[config.mk]
export PLATFORM = sky130hd
export DESIGN_NAME = pru_queue
export DESIGN_NICKNAME = d
export VERILOG_FILES = /design/src/rtl/pru_queue.sv
export SDC_FILE = /design/constraint.sdc
export NUM_CORES = 1
export LEC_CHECK = 0
export BUFFER_PORTS_ARGS = -buffer_cell sky130_fd_sc_hd__buf_2
export CORE_ASPECT_RATIO = 2
export CORE_MARGIN = 2
export CORE_UTILIZATION = 45
export CTS_CLUSTER_SIZE = 16
export DETAILED_ROUTE_END_ITERATION = 6
export PLACE_DENSITY = 0.63
export SETUP_SLACK_MARGIN = 0.1
export SYNTH_ARGS = -nofsm -noshare
export SYNTH_HDL_FRONTEND = slang
export SYNTH_SLANG_ARGS = --single-unit
[constraint.sdc]
create_clock -name i_clk -period 1.6 [get_ports i_clk]
set_input_delay 0.08 -clock i_clk [delete_from_list [all_inputs] [get_ports i_clk]]
set_output_delay 0.08 -clock i_clk [all_outputs]
set_load 0.02 [all_outputs]
[src/rtl/pru_queue.sv]
// Small register-based FIFO that decouples the command front from the copy back end.
module pru_queue #(
    parameter int WIDTH = 8,
    parameter int DEPTH = 4
) (
    input  logic             i_clk,
    input  logic             i_rst_n,
    input  logic             i_push,
    input  logic [WIDTH-1:0] i_data,
    output logic             o_full,
    input  logic             i_pop,
    output logic             o_valid,
    output logic [WIDTH-1:0] o_data
);

    localparam int PTR_BITS = (DEPTH > 1) ? $clog2(DEPTH) : 1;
    localparam int CNT_BITS = $clog2(DEPTH + 1);

    logic [WIDTH-1:0]    r_slot [DEPTH];
    logic [PTR_BITS-1:0] r_wptr, n_wptr;
    logic [PTR_BITS-1:0] r_rptr, n_rptr;
    logic [CNT_BITS-1:0] r_count, n_count;

    always_comb begin
        n_wptr  = r_wptr;
        n_rptr  = r_rptr;
        n_count = r_count;
        if (i_push) begin
            n_wptr = (r_wptr == PTR_BITS'(DEPTH - 1)) ? '0 : r_wptr + PTR_BITS'(1);
        end
        if (i_pop) begin
            n_rptr = (r_rptr == PTR_BITS'(DEPTH - 1)) ? '0 : r_rptr + PTR_BITS'(1);
        end
        if (i_push && !i_pop) begin
            n_count = r_count + CNT_BITS'(1);
        end else if (!i_push && i_pop) begin
            n_count = r_count - CNT_BITS'(1);
        end
    end

    always_ff @(posedge i_clk) begin
        if (!i_rst_n) begin
            r_wptr  <= '0;
            r_rptr  <= '0;
            r_count <= '0;
        end else begin
            r_wptr  <= n_wptr;
            r_rptr  <= n_rptr;
            r_count <= n_count;
        end
    end

    always_ff @(posedge i_clk) begin
        if (i_push) begin
            r_slot[r_wptr] <= i_data;
        end
    end

    assign o_full  = (r_count == CNT_BITS'(DEPTH));
    assign o_valid = (r_count != '0);
    assign o_data  = r_slot[r_rptr];

endmodule

==> out/metrics.cfg <==
[run_status]
run_status=finished clean

[pwr]
swShare_pct=21.0
max-vdd-ir-drop_mv=0.835
p_sw_uw=535
p_leak_nw=0.754
comb_power_share_pct=13.2
power_density_mw_per_mm2=1250
p_seq_share_pct=49.2
intPower_mw=2.01
clockPowerShare_pct=37.6

[cells_and_area]
ff_latch_area_sq_mm=0.00115
fin_cells=168
drive_gt1_share_pct=35.0
layout.nets=138
multi_input_area_sq_um=447
diodes=0
nFillCells=269
area_growth_pct=25.9

[logic_synthesis]
synth_top_area_share_pct=59.4
synth_cells=86
ys.flop_type=edfxtp_1
synth.distinct_cells=20
yosys_warnings=0
synth_nets=105
synth_top_cell_by_area=edfxtp_1
yosysSeqAreaShare_pct=70.6
synth.area.top_cells=edfxtp_1 59%, dfxtp_1 11%, mux4_2 11%
yosysMostFrequentCell=edfxtp_1
netlist_area_sq_mm=0.00162
syn-mean-instance-area_sq_um=18.8
synth-edff-count=32
yosys-top-cells-count=32 x edfxtp_1, 9 x dfxtp_1, 8 x mux4_2
ys_seq_elements=41
async_reset_ff_share_pct=0

[clock_network]
cts_tree=done
clkLatencyLatePin_ps=290
cts_post_setup_buffers_inserted=0
clock-sinks=41
cts_made_buffers=5
ctsRootBufferMaster=clkbuf_8
htree_levels=2
cts_max_path_buffers=2
clk_pin_slew_ps=80

[worst_hold_path]
hold_class=input pin to flop
hp-start=i_data[3]

[timing]
rsz0062_at_grt=yes
finalSetupViolCount=0
layout_min_cycle_time_ps=1510
worst_pin_slew_ps=424
skew_ps=7.44
hold_violations=0
max-slew-margin-rel_pct=71.8
slew_viol_final=0
fin_crit_sh_pct=94.5
timing.fmax_mhz=661
setup-tns-final_ps=0

[die]
die-area_sq_mm=0.00412
io_pins=22
die_w_um=46.4
initial_core_util_pct=47.3
floorplan.core_area_sq_mm=0.00342
rows=30
die_y_um=88.8

[critical_path]
endpoint_kind=primary output
crit_type=flop to primary output
crit_required_ps=1520
crit_arrival_ps=1430
r2r-start=r_count[0]
cp_max_fo=8
startpoint_type=flop

[global_route]
overflow=0
track_usage_pct=14.6
grt_max_degree=14
antenna_found_initial=0
grt_pass1_vias=885
grt_pass1_wl_um=4000

[routing]
dr_wl_met2_um=1320
ant_nets=0
postRouteWirelength_um=2400
viasPerCell=4.85
drc=0
wl_met1_um=912
num_vias=814
wl_met3_um=91
routedWlPerCell_um=14.3
top_layer=met4
drt_iter0_markers=23
drtPass1Iterations=4

[placed_design]
numPortBuffers=21
place_inst=155
place.gp.congestion=0.663

[job]
max-cap-violations=0

final timing paths:
kind	to	slack [ps]	cells past startpoint
hold reg to reg	r_count[2]	540	2
setup reg to reg	r_count[2]	180	4
setup / recovery	o_data[3]	90	3
hold / removal	r_slot[2][3]	10	1
area by class of cell:
type | count | area share, %
multi-input cells | 39 | 22.0
inverters | 4 | 0.738
flip-flops and latches | 41 | 56.3
repair buffers | 28 | 11.4
well taps | 48 | 2.95
clock buffers | 5 | 3.38
clock inverters | 3 | 3.20
critical path: stages, from the launching register on:
cell and delay (ps):
dfxtp_2 350, buf_12 130, mux4_2 510, buf_6 150
sequential cells by signal, indices dropped and copies added (netlist names), named ones only:
signal / count
r_slot: 32
r_wptr: 2
r_count: 3
r_rptr: 2
layer usage:
metal	global-route usage [%]	vias up
met4	9.35	0
met5	0	-
met3	3.88	5
li1	-	393
met2	24.5	21
met1	15.2	395
metrics by stage:
stage	setup slack [ps]	power, mW	hold WS [ps]	area [sq um]	utilization [%]
2_1_floorplan	210	1.46	179	1620	-
3_3_place_gp	84.8	1.54	290	1780	52.1
3_5_place_dp	0.0311	1.56	298	1780	52.1
4_1_cts	54.7	2.57	0.680	2020	59.3
5_1_grt	22.4	2.64	7.10	2030	59.6
6_report	87.3	2.54	11.5	2030	59.6
layout by cell type, fill, tap and decap left out, types with 2 or more instances in the layout:
| cell type | netlist | routed |
|---|---|---|
| dlygate4sd3_1 | 0 | 5 |
| buf_6 | 1 | 8 |
| and2_1 | 5 | 5 |
| mux4_2 | 8 | 8 |
| ha_1 | 6 | 6 |
| or3_1 | 2 | 2 |
| buf_2 | 0 | 13 |
| nor2b_1 | 5 | 5 |
| edfxtp_1 | 32 | 32 |
| mux2i_1 | 4 | 4 |
| clkbuf_8 | 0 | 5 |
| dfxtp_1 | 9 | 7 |
| bufinv_16 | 0 | 2 |
| inv_1 | 4 | 4 |
power by group through the flow:
stage | Combinational [mW] | Clock [mW] | Sequential, mW
after floorplan | 0.203 | 0 | 1.26
after global placement | 0.275 | 0 | 1.27
after detailed placement | 0.286 | 0 | 1.27
after CTS | 0.337 | 0.979 | 1.25
after global routing | 0.370 | 1.01 | 1.26
final | 0.336 | 0.955 | 1.25
cell families after synthesis:
| family | Yosys count | share of synthesized area (%) |
|---|---|---|
| mux | 12 | 13.6 |
| simple gates | 15 | 5.65 |
| buf+inv | 6 | 1.93 |
| flops | 41 | 70.6 |
| xor+xnor | 2 | 1.08 |
| compound gates | 3 | 1.24 |
| fa+ha+maj | 7 | 5.88 |
timing repair:
item / 4_1_cts / 5_1_grt
gates resized for setup: 20 / 3
pin swaps: 0 / 1
setup endpoints to repair: 9 / 9
hold endpoints to repair: 18 / 0
hold buffers: 5 / 0
Power figures use the tool's default switching activity.
