[src/rtl/pru_pkg.sv]
// Shared word types, register indexes and fixed field widths of the pixel replication upscaler.
package pru_pkg;

    localparam int PIX_WORD_BITS  = 32;
    localparam int SCALE_REG_BITS = 5;
    localparam int WIDTH_REG_BITS = 13;
    localparam int CFG_INDEX_BITS = 2;
    localparam int CFG_DATA_BITS  = 13;

    localparam logic OP_LOAD   = 1'b0;
    localparam logic OP_REPLAY = 1'b1;

    localparam logic [CFG_INDEX_BITS-1:0] CFG_SCALE_X    = 2'd0;
    localparam logic [CFG_INDEX_BITS-1:0] CFG_SCALE_Y    = 2'd1;
    localparam logic [CFG_INDEX_BITS-1:0] CFG_LINE_WIDTH = 2'd2;

    typedef struct packed {
        logic                     opcode;
        logic [PIX_WORD_BITS-1:0] pixel_in;
    } t_in_word;

    typedef struct packed {
        logic [PIX_WORD_BITS-1:0] pixel_out;
        logic                     last_of_run;
        logic                     end_of_line;
        logic                     order_error;
    } t_out_word;

    // Flags of one run command handed from the front to the back.
    typedef struct packed {
        logic eol;
        logic err;
    } t_run_ctl;

endpackage

[src/rtl/pru_back.sv]
// Back end: expands each run command into its copies and holds them in the output register.
module pru_back import pru_pkg::*; #(
    parameter int STORE_BITS = 32,
    parameter int CNT_BITS   = 4
) (
    input  logic                  i_clk,
    input  logic                  i_rst_n,
    input  logic                  i_q_valid,
    input  logic [STORE_BITS-1:0] i_q_pix,
    input  logic [CNT_BITS-1:0]   i_q_cnt,
    input  t_run_ctl              i_q_ctl,
    output logic                  o_q_pop,
    output logic                  o_out_valid,
    input  logic                  i_out_ready,
    output t_out_word             o_out_word
);

    logic                r_out_valid, n_out_valid;
    t_out_word           r_out_word;
    logic [CNT_BITS-1:0] r_copy, n_copy;
    logic                load_out;
    logic                emit;
    logic                last;

    assign load_out = !r_out_valid || i_out_ready;
    assign emit     = load_out && i_q_valid;
    assign last     = (r_copy == i_q_cnt);
    assign o_q_pop  = emit && last;

    always_comb begin
        n_out_valid = load_out ? i_q_valid : r_out_valid;
        n_copy      = r_copy;
        if (emit) begin
            n_copy = last ? '0 : r_copy + CNT_BITS'(1);
        end
    end

    always_ff @(posedge i_clk) begin
        if (!i_rst_n) begin
            r_out_valid <= 1'b0;
            r_copy      <= '0;
        end else begin
            r_out_valid <= n_out_valid;
            r_copy      <= n_copy;
        end
    end

    always_ff @(posedge i_clk) begin
        if (emit) begin
            r_out_word.pixel_out   <= PIX_WORD_BITS'(i_q_pix);
            r_out_word.last_of_run <= last;
            r_out_word.end_of_line <= last && i_q_ctl.eol;
            r_out_word.order_error <= i_q_ctl.err;
        end
    end

    assign o_out_valid = r_out_valid;
    assign o_out_word  = r_out_word;

endmodule

[config.mk]
export PLATFORM = sky130hd
export DESIGN_NAME = pru_back
export DESIGN_NICKNAME = d
export VERILOG_FILES = /design/src/rtl/pru_pkg.sv /design/src/rtl/pru_back.sv
export SDC_FILE = /design/constraint.sdc
export NUM_CORES = 1
export LEC_CHECK = 0
export ABC_AREA = 1
export BUFFER_PORTS_ARGS = -buffer_cell sky130_fd_sc_hd__buf_2
export CELL_PAD_IN_SITES_DETAIL_PLACEMENT = 1
export CELL_PAD_IN_SITES_GLOBAL_PLACEMENT = 2
export CORE_UTILIZATION = 25
export CTS_CLUSTER_DIAMETER = 120
export DETAILED_ROUTE_END_ITERATION = 16
export GPL_TIMING_DRIVEN = 0
export PLACE_DENSITY_LB_ADDON = 0.1
export SYNTH_ARGS = -nofsm -noshare
export SYNTH_HDL_FRONTEND = slang
export SYNTH_SLANG_ARGS = --single-unit
[constraint.sdc]
create_clock -name i_clk -period 2.85 [get_ports i_clk]
set_input_delay 0.4275 -clock i_clk [delete_from_list [all_inputs] [get_ports i_clk]]
set_output_delay 0.4275 -clock i_clk [all_outputs]
set_load 0.05 [all_outputs]
==> reports/metrics.cfg, run 1 <==
[outcome]
status=finished, final reports clean

[timing]
worstMarginPinSlew_ns=0.785
finalHoldViolCount=0
setup_viol=0
max_slew_margin=0.476
maxSlewViolCount=0
finalSetupTns_ns=0
rsz0062_at_grt=no
period_needed_ns=2.33
fin_skew_ns=0.0103
fin_ws_ns=0.516
finalCritPeriodShare=0.819
fmax_mhz=428

[worst_setup_path]
worstPathMaxFanout=38
worstSetupPathType=flop to output port
cp_cell_sequence=nand2_1 > nand2_2 > inv_2 > nand3_2 > inv_1 > buf_2
crit_path_end_kind=output port
start_kind=flop
critPathMaxStageDelay_ns=0.59
cp.arrival_ns=1.91
required_ns=2.42
cp_slowest_cell=inv_2

[yosys]
synth_area_mm2=0.00139
synth_compound_area_frac=0.00899
synth_top_family_by_area=simple AND/OR/NAND/NOR gates
synth_xor_area_frac=0.0126
synth_cell_types=15
syn_area_per_cell_um2=15.5
syn_nets=133
synth-simple-area-share=0.104
synth.area.mux_share=0
synthCells=90
synth_seq_area_share=0.827
ys_seq_elements=40
synth_adder_area_share=0.00899
ys_warn_count=0

[clocking]
cts_buffers=5
post-cts-setup-buffers=0
clkSinkCount=40
tritoncts=done
cts.repair.resized=0
cts_root_buf=clkbuf_8
htree_levels=2
insertion_delay_ns=0.29
hold_buffers=0
clk_pin_slew_worst_paths_ns=0.08
clockBufferDepth=2

[routing]
drc_errors=0
dr.pass1.iters=2
vias_per_cell=3.89
routedWlPerCell_um=11.7
vias=957
drt-initial-drc-count=15
ant_nets=0
drt_wl_total_um=2870

[hold_path]
hp-class=input pin to flop

[floorplanning]
die_y_um=76.6
io-pin-count=79
core_mm2=0.00524
initial_core_util=0.266
die-area_mm2=0.00587
die_w_um=76.6
rows=26

[power]
peakVddDrop_uv=183
power_leakage_nw=0.889
power_mw=1.25
powerDensity_mw_per_mm2=642

[place]
placed_cells=238
place_hpwl_um=2220
portBuffers=78
dp_slack_ns=0.551
gp_congestion=0.697

[final_layout]
area_growth_pct=40.2
nets=218
n_fill_cell=608
postLayoutCoreUtil=0.372
final_common_cell=buf_2
diodes=0
drive_above_1_share=0.534
layout_common_cells=buf_2, edfxtp_1, nand2_1, inv_1, nor2_1
fin_cells=246

[grt]
track_usage=0.102
overflow=0
grt_pass1_vias=930
grt_pass1_wl_um=4490
grt_max_degree=39
antenna_found_initial=0

[run]
max_cap_violations=0

kinds of logic (layout without fill, tap and decap cells):
logic type,Yosys count,after routing
XOR/XNOR,2,2
flip-flops,40,40
buffers and inverters,14,100
adder cells (fa/ha/maj),1,1
AND/OR/NAND/NOR,31,31
AO/OA/AOI/OAI,2,2
state kept, by name, summed over array words and instances (netlist names):
| register | flops |
|---|---|
| o_out_valid | 1 |
| r_copy | 4 |
| o_out_word | 35 |
area by class of cell:
cell class / instances / area, µm² / area share
Clock buffer: 7 / 76.3 / 0.0391
Clock inverter: 1 / 5.00 / 0.00257
Inverter: 14 / 52.6 / 0.0269
Multi-Input combinational cell: 36 / 188 / 0.0962
Sequential cell: 40 / 1150 / 0.590
Tap cell: 70 / 87.6 / 0.0449
Timing Repair Buffer: 78 / 390 / 0.200
critical path: cells and delay by family (launching register included):
family,cells,cell delay [ns]
buf+inv,3,0.92
flops,1,0.32
simple gates,3,0.37
synth_stat cells:
cell type / instances / area [µm²]
xor2_1: 2 / 17.5
nand3_1: 2 / 10.0
nand3_2: 1 / 10.0
nand2_1: 16 / 60.1
inv_1: 11 / 41.3
a21boi_0: 1 / 7.51
ha_1: 1 / 12.5
o21ai_0: 1 / 5.00
nor2_4: 1 / 11.3
nor2_1: 6 / 22.5
inv_2: 3 / 11.3
nor2_2: 1 / 6.26
nand2_2: 4 / 25.0
dfxtp_1: 5 / 100
edfxtp_1: 35 / 1050
power breakdown:
part	internal, mW	total (mW)	switching (mW)
clock network	0.172	0.354	0.182
registers	0.678	0.688	0.0104
logic	0.0512	0.210	0.159
total	0.901	1.25	0.351
layer usage:
metal | routed length (µm) | vias up | global-route usage
met3 | 230 | 6 | 0.0431
met5 | 0 | - | 0
met1 | 1200 | 433 | 0.116
met2 | 1390 | 51 | 0.168
li1 | - | 467 | -
met4 | 45 | 0 | 0.0462
metrics by stage:
stage | hold slack (ns) | cell area [µm²]
after detailed placement | 0.524 | 1870
after floorplan | 0.526 | 1390
after global placement | 0.508 | 1870
after global routing | 0.285 | 1950
final | 0.310 | 1950
after CTS | 0.299 | 1950
path summary, 6_finish.rpt:
check,from,to,slack (ns),cells after the start
worst min-delay path,i_q_pix[17],o_out_word[20]$_DFFE_PP_,0.31,1
worst max register to register,o_out_valid$_SDFFE_PN0P_,r_copy[1]$_SDFFE_PN0P_,1.27,6
worst min register to register,o_out_valid$_SDFFE_PN0P_,o_out_valid$_SDFFE_PN0P_,0.53,2
worst max-delay path,o_out_valid$_SDFFE_PN0P_,o_q_pop,0.52,6
Note: power is estimated with default switching activity, not from simulation.
==> run 2, diff against run 1 <==
- clock period: 2.85 -> 2.25 ns (I/O delays scaled with it)
==> reports/metrics.cfg, run 2 (same netlist as run 1, synthesis figures left out) <==
[clocking]
clk_pin_slew_worst_paths_ns=0.08  ; about the same
insertion_delay_ns=0.29  ; about the same
post-cts-setup-buffers=0  ; unchanged
htree_levels=2  ; unchanged
clockBufferDepth=2  ; unchanged
cts_root_buf=clkbuf_8  ; unchanged
hold_buffers=0  ; unchanged
clkSinkCount=40  ; unchanged
cts_buffers=5  ; unchanged
tritoncts=done  ; unchanged

[power]
power_leakage_nw=0.889  ; about the same
p_clk_frac=0.283  ; about the same
combPwrFrac=0.168  ; about the same
powerDensity_mw_per_mm2=812  ; was 642 mW/mm²
p_seq_frac=0.549  ; was 0.550
peakVddDrop_uv=232  ; was 183 µV
switchingPower_mw=0.446  ; was 0.351 mW
p_sw_frac=0.281  ; was 0.280
p_int_mw=1.14  ; was 0.901 mW

[routing]
vias_per_cell=3.89  ; about the same
vias=956  ; was 957
drt-initial-drc-count=10  ; was 15
drc_errors=0  ; unchanged
dr.pass1.iters=2  ; unchanged
drt_wl_total_um=2880  ; was 2870 µm
routedWlPerCell_um=11.7  ; about the same
ant_nets=0  ; unchanged

[floorplanning]
core_mm2=0.00524  ; unchanged
initial_core_util=0.266  ; unchanged
rows=26  ; unchanged
die_y_um=76.6  ; unchanged
io-pin-count=79  ; unchanged
die_w_um=76.6  ; unchanged
die-area_mm2=0.00587  ; unchanged

[hold_path]
hp-class=input pin to flop  ; unchanged

[timing]
finalCritPeriodShare=0.891
max_slew_margin=0.688  ; was 0.476
finalHoldViolCount=0  ; unchanged
finalSetupTns_ns=0  ; unchanged
rsz0062_at_grt=no  ; unchanged
worstMarginPinSlew_ns=0.468  ; was 0.785 ns
fmax_mhz=499
period_needed_ns=2.00
fin_skew_ns=0.0112  ; was 0.0103 ns
setup_viol=0  ; unchanged
maxSlewViolCount=0  ; unchanged

[final_layout]
final_common_cell=buf_2  ; unchanged
area_growth_pct=40.4  ; was 40.2%
largest_reg_flops=35  ; unchanged
drive_above_1_share=0.534  ; unchanged
n_fill_cell=608  ; unchanged
diodes=0  ; unchanged
layout_common_cells=buf_2, edfxtp_1, nand2_1, inv_1, nor2_1  ; unchanged
fin_cells=246  ; unchanged
nets=218  ; unchanged
postLayoutCoreUtil=0.373  ; was 0.372

[worst_setup_path]
cp.arrival_ns=1.67  ; was 1.91 ns
crit_path_end_kind=output port  ; unchanged
critPathMaxStageDelay_ns=0.37  ; was 0.59 ns
cp_slowest_cell=inv_4  ; was inv_2
worstSetupPathType=flop to output port  ; unchanged
cp_top_family=buffers and inverters  ; unchanged
cp_cell_sequence=nand2_1 > nand2_2 > inv_4 > nand3_2 > inv_1 > buf_2  ; was nand2_1 > nand2_2 > inv_2 > nand3_2 > inv_1 > buf_2
required_ns=1.91  ; was 2.42 ns
worstPathMaxFanout=38  ; unchanged
start_kind=flop  ; unchanged
cp_num_buf_inv=3  ; unchanged

[outcome]
status=finished, final reports clean  ; unchanged

[place]
place_hpwl_um=2220  ; unchanged
placed_cells=238  ; unchanged
portBuffers=78  ; unchanged
gp_congestion=0.697  ; unchanged

[grt]
overflow=0  ; unchanged
grt_max_degree=39  ; unchanged
grt_pass1_wl_um=4500  ; was 4490 µm
grt_pass1_vias=930  ; unchanged
antenna_found_initial=0  ; unchanged
track_usage=0.103  ; was 0.102

[run]
max_cap_violations=0  ; unchanged

==> run 2: cell counts in the layout (fill, tap and decap cells not counted) <==
No cell type changed its count.
==> run 2: per-layer routing <==
layer  GRT usage  up-vias  part of all wire  routed length [µm]
met5           0        -                 0                   0
met4      0.0462        0             0.016                  45
met3      0.0431        6             0.081                 232
met2       0.167       51              0.49                1410
met1       0.117      432              0.41                1190
li1            -      467                 -                   -
==> run 2: path summary, 6_finish.rpt <==
path	end	start	cells past startpoint	slack (ns)
hold / removal	o_out_word[20]$_DFFE_PP_	i_q_pix[17]	1	0.22
hold reg to reg	o_out_valid$_SDFFE_PN0P_	o_out_valid$_SDFFE_PN0P_	2	0.53
setup reg to reg	r_copy[1]$_SDFFE_PN0P_	o_out_valid$_SDFFE_PN0P_	6	0.91
setup / recovery	o_q_pop	o_out_valid$_SDFFE_PN0P_	6	0.25
==> run 2: what timing repair did <==
item | in CTS | in global routing
resized for setup | 1 | 0
hold endpoints to repair | 0 | 0
setup endpoints to repair | 1 | 0
==> run 2: cell type report <==
type                    count  area [µm²]  share of cell area
clock buffers               7        76.3              0.0391
clock inverters             1        5.00             0.00256
inverters                  14        55.1              0.0282
multi-input cells          36         188              0.0961
flip-flops and latches     40        1150               0.589
well taps                  70        87.6              0.0448
repair buffers             78         390               0.200
==> run 2: through the flow <==
step	cell area (µm²)	total power [mW]	worst slack, ns	hold WS [ns]
2_1_floorplan	1390	1.08	0.271	0.436
3_3_place_gp	1870	1.15	0.166	0.508
3_5_place_dp	1870	1.16	0.131	0.516
4_1_cts	1950	1.61	0.193	0.209
5_1_grt	1950	1.67	0.0596	0.195
6_report	1950	1.59	0.246	0.219
==> run 2: power groups by stage <==
stage,logic (mW),registers (mW),clock network [mW]
6_report,0.267,0.871,0.449
5_1_grt,0.282,0.876,0.511
2_1_floorplan,0.0474,1.03,0
3_5_place_dp,0.269,0.889,0
3_3_place_gp,0.266,0.887,0
4_1_cts,0.270,0.872,0.472
